==> config.mk <==
export PLATFORM = sky130hd
export DESIGN_NAME = m3i_fifo
export DESIGN_NICKNAME = d
export VERILOG_FILES = /design/src/rtl/m3i_pkg.sv /design/src/rtl/m3i_fifo.sv
export SDC_FILE = /design/constraint.sdc
export NUM_CORES = 1
export LEC_CHECK = 0
export BUFFER_PORTS_ARGS = -buffer_cell sky130_fd_sc_hd__buf_2
export CAP_MARGIN = 20
export CORE_AREA = 10 10 749 751
export CTS_BUF_LIST = sky130_fd_sc_hd__clkbuf_2 sky130_fd_sc_hd__clkbuf_4 sky130_fd_sc_hd__clkbuf_8
export CTS_CLUSTER_DIAMETER = 100
export DETAILED_ROUTE_END_ITERATION = 8
export DIE_AREA = 0 0 759 761
export SLEW_MARGIN = 10
export SYNTH_ARGS = -nofsm -noshare
export SYNTH_HDL_FRONTEND = slang
export SYNTH_SLANG_ARGS = --single-unit
==> constraint.sdc <==
create_clock -name clk_i -period 44 [get_ports clk_i]
set_input_delay 8.8 -clock clk_i [delete_from_list [all_inputs] [get_ports clk_i]]
set_output_delay 8.8 -clock clk_i [all_outputs]
set_load 0.005 [all_outputs]
==> src/rtl/m3i_pkg.sv <==
// ----------------------------------------------------------------------------
// m3i_pkg
// Shared types and widths of the 3x3 matrix inverse.
// ----------------------------------------------------------------------------
package m3i_pkg;

  localparam int ElemBits = 32;
  localparam int FracBits = 16;
  localparam int ProdBits = 2 * ElemBits;
  localparam int CofBits  = ProdBits + 1;
  localparam int DetBits  = ElemBits + CofBits + 2;
  localparam int NumBits  = CofBits + 2 * FracBits;
  localparam int CandBits = DetBits + ElemBits - 1;

  typedef struct packed {
    logic signed [ElemBits-1:0] a00;
    logic signed [ElemBits-1:0] a01;
    logic signed [ElemBits-1:0] a02;
    logic signed [ElemBits-1:0] a10;
    logic signed [ElemBits-1:0] a11;
    logic signed [ElemBits-1:0] a12;
    logic signed [ElemBits-1:0] a20;
    logic signed [ElemBits-1:0] a21;
    logic signed [ElemBits-1:0] a22;
  } in_t;

  typedef struct packed {
    logic signed [ElemBits-1:0] inv00;
    logic signed [ElemBits-1:0] inv01;
    logic signed [ElemBits-1:0] inv02;
    logic signed [ElemBits-1:0] inv10;
    logic signed [ElemBits-1:0] inv11;
    logic signed [ElemBits-1:0] inv12;
    logic signed [ElemBits-1:0] inv20;
    logic signed [ElemBits-1:0] inv21;
    logic signed [ElemBits-1:0] inv22;
    logic                       singular;
    logic                       saturated;
  } out_t;

  typedef struct packed {
    logic [8:0][CofBits-1:0] adj;
    logic [DetBits-1:0]      det;
    in_t                     mat;
  } fb_t;

  typedef struct packed {
    logic [8:0][NumBits-1:0]  rem;
    logic [8:0][ElemBits-1:0] quo;
    logic [8:0]               big;
    logic [8:0]               neg;
    logic [DetBits-1:0]       ud;
    logic                     sing;
    in_t                      mat;
  } dv_t;

  localparam logic [ElemBits-1:0] ElemMax = {1'b0, {(ElemBits-1){1'b1}}};
  localparam logic [ElemBits-1:0] ElemMin = {1'b1, {(ElemBits-1){1'b0}}};

endpackage

==> src/rtl/m3i_fifo.sv <==
// ----------------------------------------------------------------------------
// m3i_fifo
// Two-entry queue between the cofactor front end and the divider back end.
// ----------------------------------------------------------------------------
module m3i_fifo import m3i_pkg::*; (
  input  logic clk_i,
  input  logic rst_ni,
  input  logic wr_i,
  output logic ready_o,
  input  fb_t  wdata_i,
  output logic valid_o,
  input  logic rd_i,
  output fb_t  rdata_o
);

  fb_t        mem [2];
  logic       wptr_q, rptr_q;
  logic [1:0] cnt_q;
  logic       wr, rd;

  assign ready_o = (cnt_q != 2'd2);
  assign valid_o = (cnt_q != 2'd0);
  assign wr      = wr_i && ready_o;
  assign rd      = rd_i && valid_o;
  assign rdata_o = mem[rptr_q];

  always_ff @(posedge clk_i or negedge rst_ni) begin
    if (!rst_ni) begin
      wptr_q <= 1'b0;
      rptr_q <= 1'b0;
      cnt_q  <= 2'd0;
    end else begin
      if (wr) begin
        wptr_q <= !wptr_q;
      end
      if (rd) begin
        rptr_q <= !rptr_q;
      end
      cnt_q <= cnt_q + 2'(wr) - 2'(rd);
    end
  end

  always_ff @(posedge clk_i) begin
    if (wr) begin
      mem[wptr_q] <= wdata_i;
    end
  end

endmodule

==> impl_metrics.py <==
metrics = {
    "run_status": {
        "outcome": "finished, final reports clean",
    },
    "timing": {
        "fmax_ghz": 0.0645,
        "setup_viol": 0,
        "rsz0062_at_grt": "false",
        "tightestPinTransition_ns": 1.35,
        "hold_viol": 0,
        "setup_tns_ns": 0,
        "skew_ns": 0.0736,
        "slew_viol_final": 0,
        "relSlewSlack_pct": 10.2,
        "fin_crit_ns": 15.50,
        "layout_setup_ws_ns": 28.50,
        "finalCritPeriodShare_pct": 35.2,
    },
    "cells_and_area": {
        "layout_commonest_cell": "buf_2",
        "fillers": 59468,
        "instances_no_fill": 13108,
        "syn_to_final_growth_pct": 36.1,
        "nNetsFinal": 6251,
        "layout_common_cells": "1949 x buf_2, 1944 x edfxtp_1, 972 x mux2_2",
        "layout-drive-gt1-share_pct": 63.2,
    },
    "routing": {
        "post-route-drc-count": 0,
        "firstDrtPassIters": 5,
        "wl_per_cell_um": 33.6,
        "routed_via_density": 3.34,
        "num_vias": 43741,
        "drt_iter0_drc": 4427,
        "ant_nets": 0,
        "drt-total-wl_um": 441000,
    },
    "job": {
        "cap_viol_max_count": 0,
    },
    "logic_synthesis": {
        "ys_seq_area_share_pct": 82.6,
        "syn_area_per_cell_um2": 23.2,
        "synth.cell_area_um2": 70800,
        "syn_nets": 4023,
        "synth_cells": 3046,
        "ys_ff_latch": 1948,
        "yosys.cell_types.count": 17,
        "yosys.area.top_type": "edfxtp_1",
        "post-synth-top-area-fraction_pct": 82.5,
        "yosys-top-cells-area": "edfxtp_1 82%, mux2_2 15%, buf_6 1.7%",
        "ys_warn_count": 0,
    },
    "die": {
        "die_y_um": 761,
        "initial_utilization_pct": 12.9,
        "die-area_um2": 578000,
        "fp-row-count": 272,
        "core_um2": 547000,
        "boundaryPins": 1950,
        "fp.dieW_um": 759,
    },
    "setup_path": {
        "crit_family": "buffers and inverters",
        "crit_type": "flop to output port",
        "arrival_ns": 6.70,
        "cp-start-kind": "flop",
        "r2r-end": "mem[0][444]$_DFFE_PP_",
        "rrSetupSlack_ns": 36.92,
        "crit_chain": "buf_4, buf_4, buf_12, buf_4, buf_4, mux2_2, buf_2",
        "cp_common_cell": "buf_4",
        "reg2reg_from": "cnt_q[0]$_DFF_PN0_",
        "crit_fanout": 124,
        "critPathMaxStageDelay_ns": 0.92,
        "reg2regPathDepth": 10,
        "crit_path_top_delay_cell": "buf_4",
        "setup.worst_path.start": "rptr_q$_DFFE_PN0P_",
        "worst_setup_path_end_kind": "output port",
        "cp_num_buf_inv": 6,
        "critPathRequiredTime_ns": 35.20,
    },
    "clock_network": {
        "post_cts_resized": 0,
        "path_clk_slew_ns": 0.06,
        "htree_levels": 5,
        "cts.sinks": 1948,
        "clk-insertion-delay-late_ns": 1.10,
        "cts_tree": "built",
        "hold_buffers": 0,
        "post_cts_buffers": 0,
        "cts_root_buf": "clkbuf_8",
        "clk_path_buf_depth": 4,
        "cts_buffers": 341,
    },
    "hold_path": {
        "worstHoldEndpoint": "wptr_q$_DFFE_PN0P_",
        "worstHoldStart": "wptr_q$_DFFE_PN0P_",
        "hold_path_class": "flop to flop",
        "hold_depth": 1,
    },
    "global_routing": {
        "grt_max_degree": 144,
        "antenna_found_initial": 671,
        "grt_overflow": 0,
        "grt_use_total_pct": 14.5,
        "grt_pass1_vias": 41244,
        "grt_pass1_wl_um": 528000,
    },
    "placed_design": {
        "gp_congestion": 1.01,
        "dp_slack_ns": 28.43,
        "place_hpwl_um": 375000,
        "io_buffers": 1949,
        "placedCellCount": 12192,
    },
    "power": {
        "power.density_nw_per_um2": 66.5,
        "p_leak_nw": 33.4,
        "peakVddDrop_uv": 38.8,
    },
}
sequential cells by signal, indices dropped and copies added (netlist names):
register	flops
mem	1944
rptr_q	1
cnt_q	2
wptr_q	1
synthesized netlist by cell type:
| cell type | number |
|---|---|
| mux2_2 | 972 |
| o21ba_2 | 1 |
| ha_1 | 1 |
| nand2_1 | 2 |
| edfxtp_1 | 1944 |
| a311oi_1 | 1 |
| or2_2 | 1 |
| nand3_1 | 1 |
| nor2_1 | 3 |
| nor2b_1 | 1 |
| nand2b_1 | 1 |
| dfrtp_1 | 4 |
| buf_6 | 108 |
| nor4bb_1 | 1 |
| o21ai_0 | 1 |
| and3_1 | 1 |
| xnor2_1 | 3 |
worst max-delay path by stage:
stage	end	slack, ns	depth (start not counted)
2_1_floorplan	mem[0][0]$_DFFE_PP_	9.15	2
3_3_place_gp	mem[0][236]$_DFFE_PP_	28.44	10
3_5_place_dp	mem[0][236]$_DFFE_PP_	28.43	10
4_1_cts	rdata_o[236]	28.35	7
5_1_grt	rdata_o[236]	28.13	7
6_report	rdata_o[236]	28.50	7
kinds of logic (layout without fill, tap and decap cells):
family | after synthesis | count (layout) | synth area share (%)
xor+xnor | 3 | 3 | 0.0371
fa+ha+maj | 1 | 1 | 0.0177
other cells | 0 | 304 | 0
flops | 1948 | 1948 | 82.6
compound gates | 3 | 3 | 0.0336
simple gates | 11 | 11 | 0.0831
mux | 972 | 972 | 15.5
buf+inv | 108 | 2605 | 1.72
per-layer routing:
| layer | track usage (%) | part of all wire, % |
|---|---|---|
| met3 | 14.2 | 22 |
| met5 | 0 | 0.74 |
| met4 | 6.15 | 4.9 |
| met2 | 20.9 | 41 |
| met1 | 13.8 | 31 |
final cells by class:
| class | instances | area (um2) | area share, % |
|---|---|---|---|
| Sequential cell | 1948 | 58500 | 60.7 |
| Multi-Input combinational cell | 990 | 11100 | 11.5 |
| Timing Repair Buffer | 1993 | 10200 | 10.6 |
| Tap cell | 7261 | 9080 | 9.44 |
| Clock buffer | 455 | 5560 | 5.77 |
| Clock inverter | 157 | 1140 | 1.18 |
| Antenna cell | 304 | 761 | 0.790 |
per-stage QoR:
step	utilization [%]	total power, mW	cell area, um2	hold WS, ns
finish	17.6	6.40	96300	0.556
CTS	17.5	6.52	95500	0.562
detailed placement	16.3	4.79	88800	0.546
floorplan	-	4.10	70800	0.479
global placement	16.3	4.79	88800	0.554
global route	17.5	6.68	95800	0.580
where the power goes:
group | switching (mW) | total, mW | leakage (nW) | internal [mW]
combinational | 1.33 | 2.07 | 11.8 | 0.746
sequential | 0.101 | 2.64 | 18.1 | 2.54
clock | 0.812 | 1.69 | 3.51 | 0.874
total | 2.24 | 6.40 | 33.4 | 4.16
No activity file was read; power rests on OpenSTA's default activity.
